[config.mk]
export PLATFORM = sky130hd
export DESIGN_NAME = cnb_ctrl
export DESIGN_NICKNAME = d
export VERILOG_FILES = /design/src/hw/rtl/cnb_pkg.sv /design/src/hw/rtl/cnb_ctrl.sv
export SDC_FILE = /design/constraint.sdc
export NUM_CORES = 1
export LEC_CHECK = 0
export BUFFER_PORTS_ARGS = -buffer_cell sky130_fd_sc_hd__buf_2
export CORE_MARGIN = 2
export CORE_UTILIZATION = 23
export CTS_BUF_LIST = sky130_fd_sc_hd__clkbuf_8
export CTS_CLUSTER_DIAMETER = 80
export DETAILED_ROUTE_END_ITERATION = 10
export HOLD_SLACK_MARGIN = 0.02
export PLACE_DENSITY_LB_ADDON = 0.05
export SETUP_SLACK_MARGIN = 0.1
export SYNTH_ARGS = -nofsm -noshare
export SYNTH_HDL_FRONTEND = slang
export SYNTH_SLANG_ARGS = --single-unit
[constraint.sdc]
create_clock -name clk -period 1.98 [get_ports clk]
set_input_delay 0.297 -clock clk [delete_from_list [all_inputs] [get_ports clk]]
set_output_delay 0.297 -clock clk [all_outputs]
set_load 0.005 [all_outputs]
[src/hw/rtl/cnb_pkg.sv]
// ----------------------------------------------------------------------------
// cnb_pkg
// Shared codes, constants and controller/datapath signal groups for the
// categorical naive Bayes core.
// ----------------------------------------------------------------------------
`default_nettype none

package cnb_pkg;

  localparam logic [2:0] OP_TRAIN    = 3'd0;
  localparam logic [2:0] OP_PREDICT  = 3'd1;
  localparam logic [2:0] OP_WR_CLASS = 3'd2;
  localparam logic [2:0] OP_WR_VALUE = 3'd3;
  localparam logic [2:0] OP_RD_CLASS = 3'd4;
  localparam logic [2:0] OP_RD_VALUE = 3'd5;
  localparam logic [2:0] OP_CLEAR    = 3'd6;

  localparam logic [1:0] REG_CLASS_COUNT   = 2'd0;
  localparam logic [1:0] REG_FEATURE_COUNT = 2'd1;
  localparam logic [1:0] REG_VALUES        = 2'd2;
  localparam logic [1:0] REG_ALPHA         = 2'd3;

  localparam logic [1:0] LN_Z = 2'd0;
  localparam logic [1:0] LN_C = 2'd1;
  localparam logic [1:0] LN_V = 2'd2;
  localparam logic [1:0] LN_S = 2'd3;

  localparam logic [31:0] LN2_Q32 = 32'd2977044472;
  localparam int          ACC_W   = 40;

  typedef logic [1:0] ln_kind_t;

  typedef struct packed {
    logic     capture;
    logic     sweep;
    logic     rd_mem;
    logic     mem_pred;
    logic     mem_wr;
    logic     cc_wr;
    logic     pend_wr;
    logic     ln_start;
    logic     ln_acc;
    ln_kind_t ln_kind;
    logic     cls_init;
    logic     cls_next;
    logic     feat_init;
    logic     feat_next;
    logic     load_out;
    logic     out_score;
  } cnb_cmd_t;

  typedef struct packed {
    logic       sweep_done;
    logic [2:0] op;
    logic       last;
    logic       k_zero;
    logic       f_end;
    logic       pend_bad;
    logic       cls_last;
    logic       ln_busy;
    logic       ln_done;
  } cnb_sts_t;

endpackage

`default_nettype wire

[src/hw/rtl/cnb_ctrl.sv]
// ----------------------------------------------------------------------------
// cnb_ctrl
// Sequencer of the categorical naive Bayes core: request decode, count
// update steps, clearing sweep and the class/feature scoring loop.
// ----------------------------------------------------------------------------
`default_nettype none

module cnb_ctrl import cnb_pkg::*; (
  input  logic     clk,
  input  logic     rst_n,
  input  logic     in_valid,
  output logic     in_ready,
  output logic     out_valid,
  input  logic     out_ready,
  input  cnb_sts_t sts,
  output cnb_cmd_t cmd
);

  localparam logic [3:0] S_CLR  = 4'd0;
  localparam logic [3:0] S_IDLE = 4'd1;
  localparam logic [3:0] S_DEC  = 4'd2;
  localparam logic [3:0] S_MRD  = 4'd3;
  localparam logic [3:0] S_MWR  = 4'd4;
  localparam logic [3:0] S_CWR  = 4'd5;
  localparam logic [3:0] S_PND  = 4'd6;
  localparam logic [3:0] S_RESP = 4'd7;
  localparam logic [3:0] S_OUT  = 4'd8;
  localparam logic [3:0] S_LNS  = 4'd9;
  localparam logic [3:0] S_LN   = 4'd10;
  localparam logic [3:0] S_FCHK = 4'd11;
  localparam logic [3:0] S_SAT  = 4'd12;

  logic [3:0] state_r, state_nxt;
  ln_kind_t   kind_r, kind_nxt;

  always_comb begin
    cmd         = '0;
    cmd.ln_kind = kind_r;
    state_nxt   = state_r;
    kind_nxt    = kind_r;
    in_ready    = (state_r == S_IDLE);
    out_valid   = (state_r == S_OUT);
    case (state_r)
      S_CLR: begin
        cmd.sweep = 1'b1;
        if (sts.sweep_done) begin
          state_nxt = S_IDLE;
        end
      end
      S_IDLE: begin
        if (in_valid) begin
          cmd.capture = 1'b1;
          state_nxt   = S_DEC;
        end
      end
      S_DEC: begin
        case (sts.op)
          OP_TRAIN, OP_WR_VALUE, OP_RD_VALUE: state_nxt = S_MRD;
          OP_PREDICT:                         state_nxt = S_PND;
          OP_WR_CLASS:                        state_nxt = S_CWR;
          OP_RD_CLASS:                        state_nxt = S_RESP;
          OP_CLEAR:                           state_nxt = S_CLR;
          default:                            state_nxt = S_IDLE;
        endcase
      end
      S_MRD: begin
        cmd.rd_mem = 1'b1;
        state_nxt  = (sts.op == OP_RD_VALUE) ? S_RESP : S_MWR;
      end
      S_MWR: begin
        cmd.mem_wr = 1'b1;
        state_nxt  = S_IDLE;
      end
      S_CWR: begin
        cmd.cc_wr = 1'b1;
        state_nxt = S_IDLE;
      end
      S_PND: begin
        cmd.pend_wr = 1'b1;
        if (sts.last) begin
          kind_nxt  = LN_Z;
          state_nxt = S_LNS;
        end else begin
          state_nxt = S_IDLE;
        end
      end
      S_LNS: begin
        cmd.ln_start = 1'b1;
        state_nxt    = S_LN;
      end
      S_LN: begin
        if (sts.ln_done) begin
          cmd.ln_acc = 1'b1;
          case (kind_r)
            LN_Z: begin
              cmd.cls_init = 1'b1;
              kind_nxt     = LN_C;
              state_nxt    = sts.k_zero ? S_IDLE : S_LNS;
            end
            LN_C: begin
              cmd.feat_init = 1'b1;
              state_nxt     = S_FCHK;
            end
            LN_V: begin
              kind_nxt  = LN_S;
              state_nxt = S_LNS;
            end
            default: begin
              cmd.feat_next = 1'b1;
              state_nxt     = S_FCHK;
            end
          endcase
        end
      end
      S_FCHK: begin
        if (sts.f_end) begin
          state_nxt = S_SAT;
        end else if (sts.pend_bad) begin
          cmd.feat_next = 1'b1;
        end else begin
          cmd.rd_mem   = 1'b1;
          cmd.mem_pred = 1'b1;
          kind_nxt     = LN_V;
          state_nxt    = S_LNS;
        end
      end
      S_SAT: begin
        cmd.load_out  = 1'b1;
        cmd.out_score = 1'b1;
        state_nxt     = S_OUT;
      end
      S_RESP: begin
        cmd.load_out = 1'b1;
        state_nxt    = S_OUT;
      end
      S_OUT: begin
        if (out_ready) begin
          if ((sts.op == OP_PREDICT) && !sts.cls_last) begin
            cmd.cls_next = 1'b1;
            kind_nxt     = LN_C;
            state_nxt    = S_LNS;
          end else begin
            state_nxt = S_IDLE;
          end
        end
      end
      default: state_nxt = S_IDLE;
    endcase
  end

  always_ff @(posedge clk) begin
    if (!rst_n) begin
      state_r <= S_CLR;
      kind_r  <= LN_Z;
    end else begin
      state_r <= state_nxt;
      kind_r  <= kind_nxt;
    end
  end

`ifndef SYNTHESIS
  a_ln_start_idle: assert property (@(posedge clk) disable iff (!rst_n)
    cmd.ln_start |-> !sts.ln_busy) else $error("log unit restarted while busy");
  a_ln_done_wait: assert property (@(posedge clk) disable iff (!rst_n)
    sts.ln_done |-> (state_r == S_LN)) else $error("log result not awaited");
  a_load_shows: assert property (@(posedge clk) disable iff (!rst_n)
    cmd.load_out |=> out_valid) else $error("loaded result not presented");
  a_sweep_whole: assert property (@(posedge clk) disable iff (!rst_n)
    (cmd.sweep && !sts.sweep_done) |=> cmd.sweep) else $error("clear sweep cut short");
`endif

endmodule

`default_nettype wire
==> impl_table.tex, run 1 <==
\begin{tabular}{lr}
\hline
Metric & Value \\
\hline
\multicolumn{2}{l}{\textbf{Outcome}} \\
\quad Run status & finished, final reports clean \\
\multicolumn{2}{l}{\textbf{Power}} \\
\quad VDD IR max & 353 uV \\
\quad Power per cell area & 814 nW/um\^{}2 \\
\quad Standby leakage power & 0.460 nW \\
\quad Total power & 0.859 mW \\
\multicolumn{2}{l}{\textbf{STA}} \\
\quad Setup slack after layout & 0.190 ns \\
\quad Total count of hold-check failures in the final report & 0 \\
\quad Minimum clock period after layout & 1.79 ns \\
\quad Max Clk Rate & 559 MHz \\
\quad Final-report setup violation count & 0 \\
\quad Final-layout worst hold slack & 0.376 ns \\
\quad Setup tns final & 0 ns \\
\quad Setup repair after global routing missed its margin & yes \\
\quad Fin crit share & 0.904 \\
\quad Worst Max-Slew Pin Slew & 0.471 ns \\
\quad Total count of max-transition violations in the final report & 0 \\
\quad Worst max-slew margin expressed relative to the limit & 0.678 \\
\quad Final worst clock skew & 0.00391 ns \\
\multicolumn{2}{l}{\textbf{Worst setup path}} \\
\quad Biggest cell delay along the critical path & 0.37 ns \\
\quad Critical path cell sequence & buf\_4 > nor3\_4 > nand2\_2 > nor3b\_1 > buf\_2 \\
\quad CP Data Required Time & 1.68 ns \\
\quad Critical Path Slowest Stage Cell & dfxtp\_1 \\
\quad Crit path arrival time & 1.49 ns \\
\quad CP bufs+invs & 2 \\
\quad Worst Setup Path Type & reg2out \\
\quad Startpoint Class & register \\
\quad Cell class contributing the biggest share of worst-path delay & simple AND/OR/NAND/NOR gates \\
\quad Worst setup EP type & output pin \\
\quad Critical path fanouts, max & 8 \\
\multicolumn{2}{l}{\textbf{Detailed routing}} \\
\quad Wire per inst & 13.1 um \\
\quad First-pass iteration count of the detailed router & 4 \\
\quad Initial detailed-routing violation count & 18 \\
\quad DRC violation count after routing & 0 \\
\quad Vias post-DR & 856 \\
\quad Per-cell via count in the routed design & 4.73 \\
\quad Final routed wirelength across all metal layers & 2370 um \\
\quad Antenna violation net count after detailed routing & 0 \\
\multicolumn{2}{l}{\textbf{Cells and area}} \\
\quad Fraction of layout instances using a drive strength above 1 & 0.415 \\
\quad Fill cell instance count of the final layout & 380 \\
\quad Final non-filler cell total & 181 \\
\quad Combined flip-flop and latch cell area & 124 um\^{}2 \\
\quad Area of combinational cells with multiple inputs & 617 um\^{}2 \\
\quad N\_diodes & 0 \\
\quad Final net count & 152 \\
\quad Area growth, synth to finish & 37.0\% \\
\multicolumn{2}{l}{\textbf{Die}} \\
\quad Die area & 3830 um\^{}2 \\
\quad Floorplan die width & 61.9 um \\
\quad Y dimension of the die & 61.9 um \\
\quad Boundary Pins & 34 \\
\quad Core region area & 3280 um\^{}2 \\
\quad Core Rows & 21 \\
\quad Starting density of the core & 0.235 \\
\multicolumn{2}{l}{\textbf{Clock network}} \\
\quad Resize count post-CTS & 4 \\
\quad TritonCTS clock tree & yes \\
\quad Root buf cell & clkbuf\_8 \\
\quad Post-CTS Repair Setup Buffers & 0 \\
\quad Clk sinks & 6 \\
\quad Number of levels in the clock H-tree & 1 \\
\quad Skew-Pair Late Insertion Delay & 0.22 ns \\
\quad Clock-pin slew on the worst setup and hold paths & 0.04 ns \\
\quad Number of buffers inserted during clock tree synthesis & 3 \\
\quad Largest buffer count on any clock path & 2 \\
\quad Total of hold buffers inserted after clock tree synthesis & 0 \\
\multicolumn{2}{l}{\textbf{GRT}} \\
\quad GRT Total Usage & 0.130 \\
\quad Overflow after GRT & 0 \\
\quad Largest net degree at the start of global routing & 12 \\
\quad First-pass GRT wire length & 3660 um \\
\quad Number of global-route vias before repair & 723 \\
\quad Initial antenna violation count & 0 \\
\multicolumn{2}{l}{\textbf{Logic synthesis}} \\
\quad Top cells by area, synth & dfxtp\_1, nand2b\_1, mux2i\_1, nand2\_1, nor2\_1 \\
\quad Average cell area after synthesis & 7.63 um\^{}2 \\
\quad Dominant cell type by area after synthesis & dfxtp\_1 \\
\quad Predominant post-synthesis flop cell & dfxtp\_1 \\
\quad Cell Area, Synth & 771 um\^{}2 \\
\quad Most numerous cell types in the synthesized netlist & nand2\_1, nor2\_1, nand2b\_1 \\
\quad Post-synth top area share & 0.156 \\
\quad Count of cell types in the netlist & 42 \\
\quad Number of synthesis warnings & 0 \\
\quad Share of async-settable or async-resettable flops after synthesis & 0 \\
\quad Sequential-to-total area share from yosys stat & 0.156 \\
\quad EDFF count, synth & 0 \\
\quad Total of flip-flops plus latches after synthesis & 6 \\
\quad Gate count after technology mapping & 101 \\
\quad Number of nets in the synthesized netlist & 116 \\
\multicolumn{2}{l}{\textbf{Placement}} \\
\quad Total of buffers placed on input and output ports & 32 \\
\quad Pre-CTS worst setup slack & 0.247 ns \\
\quad Post-detail-place hpwl & 1890 um \\
\quad Routability congestion estimate from global placement & 0.728 \\
\quad Number of placed cells counting well taps & 178 \\
\multicolumn{2}{l}{\textbf{Worst hold path}} \\
\quad Min-Delay Path Class & in2reg \\
\multicolumn{2}{l}{\textbf{Run}} \\
\quad Max-cap violations & 0 \\
\hline
\end{tabular}
-- report_power, final --
group / switching (mW) / internal [mW]
clock: 0.0533 / 0.131
combinational: 0.243 / 0.211
sequential: 0.0701 / 0.151
-- through the flow --
step                      instance area [um^2]  utilization
after floorplan                            771            -
after global placement                     987        0.301
after detailed placement                   987        0.301
after CTS                                 1040        0.317
after global routing                      1060        0.322
final                                     1060        0.322
-- worst paths after layout --
kind                                 start    endpoint  slack [ns]  cells past startpoint
worst min-delay path                 rst_n  state_r[0]        0.38                      2
worst min register to register   kind_r[1]   kind_r[1]        0.54                      2
worst max-delay path            state_r[2]      cmd[3]        0.19                      5
worst max register to register  state_r[1]   kind_r[1]        0.44                      5
-- sequential cells by signal, indices dropped and copies added, names as in the netlist --
| name | flops |
|---|---|
| state_r | 4 |
| kind_r | 2 |
-- cell type report --
class                   instances  share of cell area
well taps                      46              0.0545
multi-input cells              85               0.584
clock buffers                   3              0.0391
repair buffers                 38               0.194
inverters                       3              0.0107
flip-flops and latches          6               0.117
-- cell families (layout without fill, tap and decap cells) --
kind of cell | after synthesis | in the layout | synth area share
AO/OA/AOI/OAI | 27 | 27 | 0.268
buffers and inverters | 10 | 44 | 0.0747
flip-flops | 6 | 6 | 0.156
XOR/XNOR | 1 | 1 | 0.0114
multiplexers | 4 | 4 | 0.0520
AND/OR/NAND/NOR | 53 | 53 | 0.438
-- placed cells by master (no fill, tap or decap), types with 2 or more instances in the layout --
master / n
nor2_1: 9
nand2_1: 8
and3_1: 2
buf_2: 32
nor3_2: 2
o211ai_1: 2
mux2i_1: 4
o21bai_1: 2
nand3b_1: 2
and2_1: 4
dfxtp_1: 3
a21oi_1: 4
nor2b_1: 3
inv_1: 3
nor3_1: 2
buf_4: 6
nand2b_1: 8
dfxtp_2: 3
o21ai_0: 5
clkbuf_8: 3
o21ai_1: 2
a211oi_1: 2
nand2_2: 2
-- routing by layer --
layer | part of all wire | track usage | routed length, um
met1 | 0.49 | 0.188 | 1160
met2 | 0.45 | 0.206 | 1060
met3 | 0.061 | 0.0311 | 145
met5 | 0 | 0 | 0
met4 | 0 | 0.00912 | 0
Note: power is estimated with default switching activity, not from simulation.
==> inputs of run 2 (changes only) <==
--- a/config.mk
+++ b/config.mk
@@ -5,6 +5,7 @@
 export SDC_FILE = /design/constraint.sdc
 export NUM_CORES = 1
 export LEC_CHECK = 0
+export ABC_AREA = 1
 export BUFFER_PORTS_ARGS = -buffer_cell sky130_fd_sc_hd__buf_2
 export CORE_MARGIN = 2
 export CORE_UTILIZATION = 23
@@ -14,6 +15,7 @@
 export HOLD_SLACK_MARGIN = 0.02
 export PLACE_DENSITY_LB_ADDON = 0.05
 export SETUP_SLACK_MARGIN = 0.1
+export SLEW_MARGIN = 20
 export SYNTH_ARGS = -nofsm -noshare
 export SYNTH_HDL_FRONTEND = slang
 export SYNTH_SLANG_ARGS = --single-unit
==> impl_table.tex, run 2 <==
\begin{tabular}{lr}
\hline
Metric & Value \\
\hline
\multicolumn{2}{l}{\textbf{Outcome}} \\
\quad Run status & finished, violations left \\
\quad Violated checks & DRC \\
\multicolumn{2}{l}{\textbf{Clock network}} \\
\quad Root buf cell & clkbuf\_8 \\
\quad TritonCTS clock tree & yes \\
\quad Number of buffers inserted during clock tree synthesis & 3 (unchanged) \\
\quad Clk sinks & 6 (unchanged) \\
\quad Total of hold buffers inserted after clock tree synthesis & 0 (unchanged) \\
\quad Skew-Pair Late Insertion Delay & 0.22 ns (about the same) \\
\quad Number of levels in the clock H-tree & 1 (unchanged) \\
\quad Post-CTS Repair Setup Buffers & 0 (unchanged) \\
\quad Clock-pin slew on the worst setup and hold paths & 0.04 ns (about the same) \\
\quad Largest buffer count on any clock path & 2 (unchanged) \\
\multicolumn{2}{l}{\textbf{Cells and area}} \\
\quad Most frequent standard cell in the layout excluding fill and tap cells & nand2\_1 \\
\quad Area growth, synth to finish & 36.0\% \\
\quad Commonest cells after routing, fill and taps aside & nand2\_1, buf\_2, nor2\_1 \\
\quad Fill cell instance count of the final layout & 356 (-6.3\%) \\
\quad Fraction of layout instances using a drive strength above 1 & 0.227 (-0.188) \\
\quad Top flop regs & state\_r: 4 flops, kind\_r: 2 flops \\
\quad Post-route standard cell area excluding fillers & 936 um\^{}2 (-11\%) \\
\quad Final non-filler cell total & 207 (+14\%) \\
\quad Final net count & 193 (+27\%) \\
\quad Register ranked first by flip-flop count & state\_r \\
\quad Max FFs per register & 4 (unchanged) \\
\quad N\_diodes & 0 (unchanged) \\
\multicolumn{2}{l}{\textbf{Worst setup path}} \\
\quad Worst Setup Path Type & reg2out \\
\quad Critical path cell sequence & inv\_1 > nand2\_1 > nor2\_4 > nand2\_1 > o31ai\_1 > buf\_2 \\
\quad Start point of the critical path & state\_r[0] \\
\quad Startpoint Class & register \\
\quad Cell class contributing the biggest share of worst-path delay & simple AND/OR/NAND/NOR gates \\
\quad Levels on crit path & 6 (+1) \\
\quad Biggest cell delay along the critical path & 0.34 ns (-0.03 ns) \\
\quad CP Data Required Time & 1.68 ns (about the same) \\
\quad Crit path to & cmd[2] \\
\quad Register-to-Register Path Depth & 9 (+4) \\
\quad Worst setup EP type & output pin \\
\quad Critical path fanouts, max & 5 (-3) \\
\quad Critical path's most frequent cell & nand2\_1 \\
\quad Setup slack of the most critical reg-to-reg path & 0.54 ns (+0.10 ns) \\
\quad Crit path arrival time & 1.50 ns (about the same) \\
\quad CP bufs+invs & 2 (unchanged) \\
\quad Reg2Reg Capture Point & kind\_r[0] \\
\quad Startpoint of the most critical register-to-register path & state\_r[0] \\
\quad Critical Path Slowest Stage Cell & dfxtp\_1 \\
\multicolumn{2}{l}{\textbf{Die}} \\
\quad Core region area & 2810 um\^{}2 (-15\%) \\
\quad Floorplan die width & 58.7 um (-5.2\%) \\
\quad Starting density of the core & 0.245 (+0.0107) \\
\quad Core Rows & 19 (-9.5\%) \\
\quad Y dimension of the die & 58.7 um (-5.2\%) \\
\quad Boundary Pins & 34 (unchanged) \\
\quad Die area & 3450 um\^{}2 (-10\%) \\
\multicolumn{2}{l}{\textbf{Power}} \\
\quad VDD IR max & 420 uV (+19\%) \\
\quad Total power & 0.727 mW (-15\%) \\
\quad Logic pwr share & 0.502 (-0.026) \\
\quad Power per cell area & 776 nW/um\^{}2 (-4.6\%) \\
\quad Design internal power & 0.400 mW (-19\%) \\
\quad Sequential power share & 0.247 (-0.011) \\
\quad Clock network fraction of design power & 0.251 (+0.037) \\
\quad Standby leakage power & 0.595 nW (+29\%) \\
\quad Net switching power & 0.327 mW (-11\%) \\
\quad Switching Fraction & 0.450 (+0.0241) \\
\multicolumn{2}{l}{\textbf{Placement}} \\
\quad Number of placed cells counting well taps & 204 (+15\%) \\
\quad Routability congestion estimate from global placement & 0.828 (+14\%) \\
\quad Total of buffers placed on input and output ports & 32 (unchanged) \\
\quad Placed cell areas & 887 um\^{}2 (-10\%) \\
\quad Post-detail-place hpwl & 1930 um (+2.1\%) \\
\multicolumn{2}{l}{\textbf{GRT}} \\
\quad Overflow after GRT & 0 (unchanged) \\
\quad First-pass GRT wire length & 3510 um (-4.0\%) \\
\quad Largest net degree at the start of global routing & 8 (-4) \\
\quad Initial antenna violation count & 0 (unchanged) \\
\quad GRT Total Usage & 0.134 (+0.00339) \\
\quad Number of global-route vias before repair & 811 (+12\%) \\
\multicolumn{2}{l}{\textbf{Worst hold path}} \\
\quad Worst hold path startpoint & rst\_n \\
\quad Min-Delay Path Class & in2reg \\
\multicolumn{2}{l}{\textbf{STA}} \\
\quad Final-report setup violation count & 0 (unchanged) \\
\quad Total count of hold-check failures in the final report & 0 (unchanged) \\
\quad Final-layout worst hold slack & 0.341 ns (-0.0353 ns) \\
\quad Fin crit share & 0.908 (+0.00375) \\
\quad Final worst clock skew & 0.00108 ns (-0.00283 ns) \\
\quad Minimum clock period after layout & 1.80 ns (+0.00742 ns) \\
\quad Worst Max-Slew Pin Slew & 0.272 ns (-0.199 ns) \\
\quad Setup tns final & 0 ns (unchanged) \\
\quad Worst max-slew margin expressed relative to the limit & 0.818 (+0.140) \\
\quad Max Clk Rate & 556 MHz (-0.41\%) \\
\quad Total count of max-transition violations in the final report & 0 (unchanged) \\
\quad Setup repair after global routing missed its margin & yes \\
\multicolumn{2}{l}{\textbf{Logic synthesis}} \\
\quad Number of nets in the synthesized netlist & 156 (+34\%) \\
\quad Predominant post-synthesis flop cell & dfxtp\_1 \\
\quad Average cell area after synthesis & 4.88 um\^{}2 (-36\%) \\
\quad Number of synthesis warnings & 0 (unchanged) \\
\quad Post-synth top area share & 0.235 (+0.0787) \\
\quad Cell Area, Synth & 688 um\^{}2 (-11\%) \\
\quad Most used standard cell by instance count after synthesis & nand2\_1 \\
\quad Top cells by area, synth & nand2\_1, dfxtp\_1, nor2\_1, inv\_1, nand3\_1 \\
\quad Share of async-settable or async-resettable flops after synthesis & 0 (unchanged) \\
\quad Most numerous cell types in the synthesized netlist & nand2\_1, nor2\_1, inv\_1 \\
\quad Count of cell types in the netlist & 18 (-57\%) \\
\quad Sequential-to-total area share from yosys stat & 0.175 (+0.0187) \\
\quad Total of flip-flops plus latches after synthesis & 6 (unchanged) \\
\quad EDFF count, synth & 0 (unchanged) \\
\quad Dominant cell type by area after synthesis & nand2\_1 \\
\quad Gate count after technology mapping & 141 (+40\%) \\
\multicolumn{2}{l}{\textbf{Detailed routing}} \\
\quad Vias post-DR & 950 (+11\%) \\
\quad Final routed wirelength across all metal layers & 2290 um (-3.6\%) \\
\quad DRC violation count after routing & 4 (+4) \\
\quad First-pass iteration count of the detailed router & 7 (+3) \\
\quad Wire per inst & 11.0 um (-16\%) \\
\quad Per-cell via count in the routed design & 4.59 (-3.0\%) \\
\quad Antenna violation net count after detailed routing & 0 (unchanged) \\
\quad Initial detailed-routing violation count & 31 (+13) \\
\multicolumn{2}{l}{\textbf{Run}} \\
\quad Max-cap violations & 0 (unchanged) \\
\hline
\end{tabular}
## run 2: changes by cell type after synthesis, moves of 8 or more
| cell | delta |
|---|---|
| inv_1 | +24 |
| nand2_1 | +34 |
| nand3_1 | +12 |
| nand2b_1 | -8 |
| nor2_1 | +21 |
## run 2: metal layers
metal,vias up,global-route usage,routed length [um]
li1,511,-,-
met1,418,0.173,1100
met2,19,0.233,1070
met3,2,0.0154,99
met4,0,0.0390,19
met5,-,0,0
## run 2: kinds of logic (layout without fill, tap and decap cells)
group,count (synthesis),in the layout,share of synthesized area
buffers and inverters,27,62,0.147
AND/OR/NAND/NOR,94,94,0.565
flip-flops,6,6,0.175
AO/OA/AOI/OAI,14,14,0.113
## run 2: repair_timing
item / CTS / global route
hold endpoints to repair: 0 / 0
endpoints found under the setup margin: 0 / 2
gates resized for setup: 0 / 2
## run 2: worst min path at each step
stage	end	slack, ns	cells after the start
3_5_place_dp	kind_r[1]	0.56	2
6_report	kind_r[1]	0.34	3
4_1_cts	kind_r[0]	0.34	3
3_3_place_gp	kind_r[1]	0.56	3
2_1_floorplan	kind_r[0]	0.42	2
5_1_grt	state_r[0]	0.36	3
## run 2: power groups by stage
stage	Clock [mW]	Combinational [mW]	Sequential, mW
5_1_grt	0.189	0.411	0.183
4_1_cts	0.187	0.359	0.177
3_5_place_dp	0	0.357	0.179
2_1_floorplan	0	0.240	0.168
3_3_place_gp	0	0.357	0.179
6_report	0.182	0.365	0.180
## run 2: worst min-delay path: stages
cell,delay [ns]
buf_2,0.12
nand2_1,0.06
nor2_1,0.03
## run 2: stage by stage
step                worst slack [ns]   util
floorplan                      0.677      -
CTS                            0.167  0.331
global placement               0.421  0.316
global route                  0.0972  0.334
finish                         0.182  0.334
detailed placement             0.408  0.316
## run 2: layout make-up
type | count | area (um^2) | share of cell area
sequential | 6 | 120 | 0.128
inverter | 27 | 101 | 0.108
multi-input combinational | 108 | 474 | 0.507
tap | 31 | 38.8 | 0.0414
clock buffer | 3 | 41.3 | 0.0441
timing repair buffer | 32 | 160 | 0.171
==> inputs of run 3 (changes only) <==
--- a/config.mk
+++ b/config.mk
@@ -14,7 +14,7 @@
 export DETAILED_ROUTE_END_ITERATION = 10
 export HOLD_SLACK_MARGIN = 0.02
 export PLACE_DENSITY_LB_ADDON = 0.05
-export SETUP_SLACK_MARGIN = 0.1
+export SETUP_SLACK_MARGIN = 0.2
 export SLEW_MARGIN = 20
 export SYNTH_ARGS = -nofsm -noshare
 export SYNTH_HDL_FRONTEND = slang
==> impl_table.tex, run 3 (synthesized netlist as in run 2, its figures left out) <==
\begin{tabular}{lr}
\hline
Metric & Value \\
\hline
\multicolumn{2}{l}{\textbf{Outcome}} \\
\quad Run status & finished, violations left \\
\quad Violated checks & DRC \\
\multicolumn{2}{l}{\textbf{Power}} \\
\quad Power per cell area & 776 nW/um\^{}2 (about the same) \\
\quad Total power & 0.730 mW (+0.48\%) \\
\quad VDD IR max & 402 uV (-4.3\%) \\
\quad Standby leakage power & 0.596 nW (+0.25\%) \\
\multicolumn{2}{l}{\textbf{Cells and area}} \\
\quad Most frequent standard cell in the layout excluding fill and tap cells & nand2\_1 \\
\quad Finished Core Util & 0.335 (+0.00178) \\
\quad Fraction of layout instances using a drive strength above 1 & 0.250 (+0.0227) \\
\quad N\_diodes & 0 (unchanged) \\
\quad Area growth, synth to finish & 36.7\% \\
\quad Register ranked first by flip-flop count & state\_r \\
\quad Final net count & 193 (unchanged) \\
\quad Top flop regs & state\_r: 4 flops, kind\_r: 2 flops \\
\quad Max FFs per register & 4 (unchanged) \\
\quad Final non-filler cell total & 207 (unchanged) \\
\quad Commonest cells after routing, fill and taps aside & nand2\_1, buf\_2, nor2\_1 \\
\multicolumn{2}{l}{\textbf{Placement}} \\
\quad Number of placed cells counting well taps & 204 (unchanged) \\
\quad Total of buffers placed on input and output ports & 32 (unchanged) \\
\quad Post-detail-place hpwl & 1930 um (unchanged) \\
\quad Routability congestion estimate from global placement & 0.828 (unchanged) \\
\quad Pre-CTS worst setup slack & 0.408 ns (unchanged) \\
\multicolumn{2}{l}{\textbf{GRT}} \\
\quad Overflow after GRT & 0 (unchanged) \\
\quad Largest net degree at the start of global routing & 8 (unchanged) \\
\quad First-pass GRT wire length & 3550 um (+1.2\%) \\
\quad Initial antenna violation count & 0 (unchanged) \\
\quad GRT Total Usage & 0.135 (+0.00136) \\
\quad Number of global-route vias before repair & 818 (+0.86\%) \\
\multicolumn{2}{l}{\textbf{Die}} \\
\quad Y dimension of the die & 58.7 um (unchanged) \\
\quad Core region area & 2810 um\^{}2 (unchanged) \\
\quad Die area & 3450 um\^{}2 (unchanged) \\
\quad Starting density of the core & 0.245 (unchanged) \\
\quad Core Rows & 19 (unchanged) \\
\quad Boundary Pins & 34 (unchanged) \\
\quad Floorplan die width & 58.7 um (unchanged) \\
\multicolumn{2}{l}{\textbf{Worst setup path}} \\
\quad Reg2Reg Capture Point & kind\_r[0] \\
\quad Startpoint of the most critical register-to-register path & state\_r[2] \\
\quad CP Data Required Time & 1.68 ns (about the same) \\
\quad Biggest cell delay along the critical path & 0.35 ns (about the same) \\
\quad Setup slack of the most critical reg-to-reg path & 0.57 ns (+0.03 ns) \\
\quad Register-to-Register Path Depth & 9 (unchanged) \\
\quad Critical path cell sequence & inv\_2 > nand2\_1 > nor2\_4 > nand2\_2 > o31ai\_1 > buf\_2 \\
\quad Worst setup EP type & output pin \\
\quad Worst Setup Path Type & reg2out \\
\quad Critical path fanouts, max & 5 (unchanged) \\
\quad Startpoint Class & register \\
\quad Crit path arrival time & 1.39 ns (-0.11 ns) \\
\quad Critical Path Slowest Stage Cell & dfxtp\_1 \\
\multicolumn{2}{l}{\textbf{STA}} \\
\quad Setup repair after global routing missed its margin & yes \\
\quad Minimum clock period after layout & 1.69 ns (-0.107 ns) \\
\quad Final worst clock skew & 0.00119 ns (+0.000113 ns) \\
\quad Worst Max-Slew Pin Slew & 0.276 ns (+0.00352 ns) \\
\quad Max Clk Rate & 592 MHz (+6.3\%) \\
\quad Fin crit share & 0.854 (-0.0541) \\
\quad Setup tns final & 0 ns (unchanged) \\
\quad Setup slack after layout & 0.290 ns (+0.107 ns) \\
\quad Total count of hold-check failures in the final report & 0 (unchanged) \\
\quad Worst max-slew margin expressed relative to the limit & 0.816 (-0.00236) \\
\quad Total count of max-transition violations in the final report & 0 (unchanged) \\
\quad Final-report setup violation count & 0 (unchanged) \\
\multicolumn{2}{l}{\textbf{Clock network}} \\
\quad Skew-Pair Late Insertion Delay & 0.22 ns (about the same) \\
\quad Number of buffers inserted during clock tree synthesis & 3 (unchanged) \\
\quad Number of levels in the clock H-tree & 1 (unchanged) \\
\quad Clock-pin slew on the worst setup and hold paths & 0.04 ns (about the same) \\
\quad Clk sinks & 6 (unchanged) \\
\quad TritonCTS clock tree & yes \\
\quad Largest buffer count on any clock path & 2 (unchanged) \\
\quad Root buf cell & clkbuf\_8 \\
\quad Total of hold buffers inserted after clock tree synthesis & 0 (unchanged) \\
\multicolumn{2}{l}{\textbf{Detailed routing}} \\
\quad Final routed wirelength across all metal layers & 2280 um (-0.39\%) \\
\quad First-pass iteration count of the detailed router & 7 (unchanged) \\
\quad Wire per inst & 11.0 um (-0.39\%) \\
\quad Vias post-DR & 952 (+0.21\%) \\
\quad DRC violation count after routing & 4 (unchanged) \\
\quad Per-cell via count in the routed design & 4.60 (+0.21\%) \\
\quad Antenna violation net count after detailed routing & 0 (unchanged) \\
\quad Initial detailed-routing violation count & 31 (unchanged) \\
\multicolumn{2}{l}{\textbf{Worst hold path}} \\
\quad Hold Path Depth & 3 (unchanged) \\
\quad Worst hold path startpoint & rst\_n \\
\quad WHS Endpoint & kind\_r[1] \\
\quad Min-Delay Path Class & in2reg \\
\multicolumn{2}{l}{\textbf{Run}} \\
\quad Max-cap violations & 0 (unchanged) \\
\hline
\end{tabular}
[run 3: cell counts in the layout (fill, tap and decap cells not counted)]
No cell type changed its count.
[run 3: worst max-delay path, delay by kind of cell (launching register included)]
family	cells	cell delay [ns]
compound gates	1	0.19
buf+inv	2	0.27
flops	1	0.35
simple gates	3	0.37
[run 3: cell type report]
type	instances	area, um^2
well taps	31	38.8
clock buffers	3	41.3
inverters	27	101
repair buffers	32	160
flip-flops and latches	6	123
multi-input cells	108	477
fillers	357	1860
[run 3: how the worst max path moves through the flow]
stage	end	cells past startpoint	slack, ns	from
floorplan	cmd[2]	5	0.68	state_r[0]
global placement	cmd[2]	6	0.42	state_r[0]
detailed placement	cmd[2]	6	0.41	state_r[0]
CTS	cmd[2]	6	0.21	state_r[0]
global route	cmd[16]	7	0.19	state_r[0]
finish	cmd[2]	6	0.29	state_r[0]
[run 3: through the flow]
| stage | hold WS (ns) | instance area, um^2 |
|---|---|---|
| 2_1_floorplan | 0.418 | 688 |
| 3_3_place_gp | 0.562 | 887 |
| 3_5_place_dp | 0.562 | 887 |
| 4_1_cts | 0.342 | 933 |
| 5_1_grt | 0.361 | 941 |
| 6_report | 0.341 | 941 |
[run 3: per-layer routing]
layer / GRT usage / up-vias / wire length, um
met5: 0 / - / 0
met3: 0.0154 / 2 / 128
met4: 0.0390 / 0 / 19
met2: 0.236 / 23 / 1070
met1: 0.175 / 417 / 1060
li1: - / 510 / -
[run 3: report_power, final]
part           switching [mW]  internal (mW)  total [mW]  leakage (nW)
sequential             0.0369          0.146       0.183        0.0497
combinational           0.239          0.126       0.365         0.525
clock                  0.0518          0.131       0.182        0.0216
[run 3: repair_timing]
| action | 4_1_cts | 5_1_grt |
|---|---|---|
| resized for setup | 1 | 5 |
| endpoints found under the setup margin | 1 | 5 |
| buffers inserted | 0 | 0 |
